--- config.mk ---
export PLATFORM = sky130hd
export DESIGN_NAME = lgs_row_cell
export DESIGN_NICKNAME = d
export VERILOG_FILES = /design/src/rtl/lgs_pkg.sv /design/src/rtl/lgs_row_cell.sv
export SDC_FILE = /design/constraint.sdc
export NUM_CORES = 1
export LEC_CHECK = 0
export ABC_AREA = 1
export BUFFER_PORTS_ARGS = -buffer_cell sky130_fd_sc_hd__buf_4
export CAP_MARGIN = 20
export CORE_ASPECT_RATIO = 1.2
export CORE_UTILIZATION = 38
export DETAILED_ROUTE_END_ITERATION = 6
export GPL_TIMING_DRIVEN = 0
export PLACE_DENSITY_LB_ADDON = 0.05
export SYNTH_ARGS = -nofsm -noshare
export SYNTH_HDL_FRONTEND = slang
export SYNTH_SLANG_ARGS = --single-unit
--- constraint.sdc ---
create_clock -name clk -period 10.55 [get_ports clk]
set_input_delay 2.11 -clock clk [delete_from_list [all_inputs] [get_ports clk]]
set_output_delay 2.11 -clock clk [all_outputs]
set_load 0.02 [all_outputs]
--- src/rtl/lgs_pkg.sv ---
// ----------------------------------------------------------------------------
// lgs_pkg
// Shared types and constants for the toroidal life generation core.
// ----------------------------------------------------------------------------
package lgs_pkg;

  localparam int MAX_ROWS = 32;
  localparam int MAX_COLS = 32;
  localparam int ROW_W    = $clog2(MAX_ROWS);
  localparam int COL_W    = $clog2(MAX_COLS);
  localparam int SIZE_W   = 6;

  // command field codes
  typedef enum logic [1:0] {
    CMD_WRITE   = 2'd0,
    CMD_READ    = 2'd1,
    CMD_ADVANCE = 2'd2
  } cmd_t;

  // configuration register indexes
  localparam logic CFG_ROWS = 1'b0;
  localparam logic CFG_COLS = 1'b1;

  // broadcast control from the command decode to every row cell
  typedef struct packed {
    logic              advance;
    logic              write;
    logic [ROW_W-1:0]  row;
    logic [COL_W-1:0]  col;
    logic              alive;
    logic [SIZE_W-1:0] nr;
    logic [SIZE_W-1:0] nc;
  } cell_ctrl_t;

endpackage

--- src/rtl/lgs_row_cell.sv ---
// ----------------------------------------------------------------------------
// lgs_row_cell
// One grid row: holds its cells, applies cell writes, and computes the next
// generation from its own row and the rows handed over by its two neighbors in the chain.
// ----------------------------------------------------------------------------
module lgs_row_cell
  import lgs_pkg::*;
(
  input  logic                clk,
  input  logic                rst_n,
  input  logic [ROW_W-1:0]    my_idx,
  input  cell_ctrl_t          ctrl,
  input  logic [MAX_COLS-1:0] north_i,
  input  logic [MAX_COLS-1:0] south_i,
  input  logic [MAX_COLS-1:0] first_row_i,
  input  logic [MAX_COLS-1:0] last_row_i,
  output logic [MAX_COLS-1:0] row_o
);

  logic [MAX_COLS-1:0] row_r;
  logic [MAX_COLS-1:0] row_nxt;
  logic [MAX_COLS-1:0] above;
  logic [MAX_COLS-1:0] below;
  logic [SIZE_W-1:0]   nr_m1;
  logic [SIZE_W-1:0]   nc_m1;
  logic [COL_W-1:0]    wrap_col;
  logic                row_used;
  logic                is_first;
  logic                is_last;
  logic                row_hit;

  assign nr_m1    = ctrl.nr - SIZE_W'(1);
  assign nc_m1    = ctrl.nc - SIZE_W'(1);
  assign wrap_col = nc_m1[COL_W-1:0];
  assign row_used = {1'b0, my_idx} < ctrl.nr;
  assign is_first = (my_idx == '0);
  assign is_last  = ({1'b0, my_idx} == nr_m1);
  assign row_hit  = ctrl.write && (ctrl.row == my_idx);

  // wrap at the used boundary, not at the physical one
  assign above = is_first ? last_row_i  : north_i;
  assign below = is_last  ? first_row_i : south_i;

  for (genvar c = 0; c < MAX_COLS; c++) begin : g_col
    localparam int CP = (c == 0) ? MAX_COLS - 1 : c - 1;
    localparam int CN = (c == MAX_COLS - 1) ? 0 : c + 1;

    logic       col_used;
    logic       at_right;
    logic [2:0] lft;
    logic [2:0] rgt;
    logic [3:0] count;
    logic       born;

    assign col_used = (SIZE_W'(c) < ctrl.nc);
    assign at_right = (SIZE_W'(c) == nc_m1);
    assign lft = (c == 0) ? {above[wrap_col], row_r[wrap_col], below[wrap_col]}
                          : {above[CP], row_r[CP], below[CP]};
    assign rgt = at_right ? {above[0], row_r[0], below[0]}
                          : {above[CN], row_r[CN], below[CN]};
    assign count = 4'(lft[2]) + 4'(lft[1]) + 4'(lft[0])
                 + 4'(above[c]) + 4'(below[c])
                 + 4'(rgt[2]) + 4'(rgt[1]) + 4'(rgt[0]);
    assign born  = (count == 4'd3) || (row_r[c] && (count == 4'd2));

    always_comb begin
      row_nxt[c] = row_r[c];
      if (ctrl.advance && row_used && col_used) begin
        row_nxt[c] = born;
      end else if (row_hit && (ctrl.col == COL_W'(c))) begin
        row_nxt[c] = ctrl.alive;
      end
    end
  end

  always_ff @(posedge clk) begin
    if (!rst_n) begin
      row_r <= '0;
    end else begin
      row_r <= row_nxt;
    end
  end

  assign row_o = row_r;

endmodule

==> results.md <==
* Seq cells post-synth at 32
* Max-Cap Viols at 0
* Number of placed I/O pins at 192
* Async set-or-reset flop fraction in the synthesized netlist at 0%
* Unrepaired setup endpoints after global routing: false
* Unique masters post-synth at 51
* Syn-to-layout area delta at 18.6%
* Critical path type: input pin to flop
* Clock buffer depth at 2
* Worst Setup Start Kind: input pin
* # diodes at 0
* Tcrit/Tclk final at 89.9%
* Pwr Density at 126 nW/µm²
* Pwr Total at 1.65 mW
* Layout cells sized above 1 at 14.2%
* Hold Path Class: flop to flop
* Least-Margin Pin Slew at 1.18 ns
* Via-to-Cell Ratio at 5.45
* Final net count at 2258
* Clk root buf: clkbuf_16
* Die Wd at 158 µm
* CP max FO at 12
* Initial antenna violation count at 0
* Clock skew at 0.00754 ns
* Slew Limit Fails at 0
* Reg2Reg Depth at 17
* Routability congestion estimate at 0.992
* Arr. time, crit path at 9.70 ns
* Min-Delay Path Depth at 2
* Avg WL per Cell at 22.0 µm
* Fmax at 105 MHz
* Final Setup Violations at 0
* Post-Syn Instances at 1668
* Chip Height at 189 µm
* Leak Pwr at 6.92 nW
* Worst flop-to-flop path startpoint: row_o[30]
* CTS tree: yes
* TNS Setup at 0 ns
* Rows at 68
* Syn avg cell area at 6.62 µm²
* TritonCTS sink count at 32
* Crit end category: flop
* Final hold vios at 0
* Global route overflow at 0
* Largest net degree at the start of global routing at 13
* Maximum vdd drop at 55.8 µV
* Full die area at 29700 µm²
* GRT Total Usage at 34.1%
* Layout Utilization at 45.6%
* DRC violations left at 0
* Routed wire length at 49.5 mm
* Max reg flops at 32
* Critical Path RT at 10.76 ns
* Sequential fraction of the synthesis area at 5.80%
* Total nets after synthesis at 2062
* Via count at 12300
* RR Endpoint: row_o[0]
* Core area at 28700 µm²
* Min-delay src: row_o[9]
* Post-synth EDFFs at 0
* Slowest-stage cell, CP: clkbuf_1
* CTS Hold Buffers Added at 0
* Post-layout minimum cycle time at 9.49 ns
* Reg2Reg Setup Slack at 6.30 ns
* Iter 0 DRT Violations at 1078
* Synth Cell Area at 11000 µm²
* CP max stage delay at 0.88 ns
* Number of global-route vias before repair at 11900
* I/O Buffers at 187
* Number of CTS-inserted buffers at 5
* H-tree Lvls at 2
* Later-pin clock latency in the skew report at 0.30 ns
* Slew margin rel. at 21.1%
* # resized after CTS at 0
* First-pass GRT wire length at 72.9 mm
* Yosys top cell area share at 23.0%
* # Post-CTS Setup Buffers at 0
* Biggest area consumer among synthesized cells: fa_1
* Outcome: completed
* Initial Util at 38.5%
* Clk slew on worst S/H paths at 0.07 ns
* Yosys warns at 0
* Synth area leaders: fa_1, ha_1, inv_1
* Most frequent CP cell: inv_1
* Pre-antenna DRT Iters at 5
* Routed Antenna Nets at 0
* Main synth FF type: dfxtp_1
* Worst Hold Path EP: row_o[9]
* DP HPWL at 40.3 mm
## synthesized netlist by cell type, drive strengths merged, types with 20 or more instances
master / count
o21ai: 223
clkbuf: 29
or2: 20
a21oi: 58
nand4: 35
nor2: 118
buf: 22
inv: 346
fa: 127
nand3: 91
nand2: 337
dfxtp: 32
ha: 107
## placed cells by master (no fill, tap or decap), types with 8 or more instances in the layout
cell      netlist  routed
inv_1         341     341
nand2_1       332     332
buf_4           2     189
o21ai_0       169     169
fa_1          127     127
nor2_1        112     112
ha_1          107     107
nand3_1        86      86
a21oi_1        58      58
o21ai_1        49      49
nand4_1        35      35
dfxtp_1        32      32
clkbuf_1       29      31
o211ai_1       19      19
or2_2          17      17
a211oi_1       12      12
a31oi_1        11      11
buf_6          10      10
buf_2           9       9
and2_1          8       8
nand3b_1        8       8
## stage by stage
stage	worst slack, ns	hold WS, ns	cells	instance area, µm²
2_1_floorplan	3.55	0.578	1668	11000
5_1_grt	0.761	0.569	2250	13100
3_5_place_dp	0.697	0.523	2241	12900
6_report	1.06	0.542	2250	13100
3_3_place_gp	0.626	0.520	2240	12900
4_1_cts	0.970	0.533	2249	13100
## how the worst max path moves through the flow
stage,startpoint,endpoint
finish,ctrl[0],row_o[28]
global route,ctrl[0],row_o[28]
CTS,ctrl[0],row_o[29]
detailed placement,ctrl[0],row_o[29]
global placement,ctrl[0],row_o[30]
floorplan,ctrl[0],row_o[29]
## report_power, final
group	internal (mW)	leakage, nW	switching (mW)
Combinational	0.543	6.58	0.775
Sequential	0.140	0.262	0.0317
Clock	0.0946	0.0712	0.0665
## worst max-delay path, delay by kind of cell
kind            cells  cell delay [ns]
buf+inv             9             2.38
fa+ha+maj           5             2.38
simple gates        6             1.53
compound gates      4             1.12
xor+xnor            1             0.14
## kinds of logic (layout without fill, tap and decap cells)
group,count (synthesis),count (layout),share of synthesized area [%]
compound gates,367,367,19.1
xor+xnor,7,7,0.555
fa+ha+maj,234,234,35.2
buf+inv,398,595,14.4
flops,32,32,5.80
mux,1,1,0.0907
simple gates,629,629,24.9
## layer usage
| layer | GRT usage, % | part of all wire, % |
|---|---|---|
| met1 | 42.9 | 41 |
| met3 | 5.13 | 7.5 |
| met2 | 58.0 | 48 |
| met5 | 0 | 0 |
| met4 | 13.6 | 4.2 |
## area by class of cell
type	count	area, µm²
repair buffers	189	1420
flip-flops and latches	32	641
plain buffers	51	285
multi-input cells	1238	8810
well taps	385	482
fillers	3131	15600
clock buffers	8	146
inverters	347	1300
Note: power is estimated with default switching activity, not from simulation.
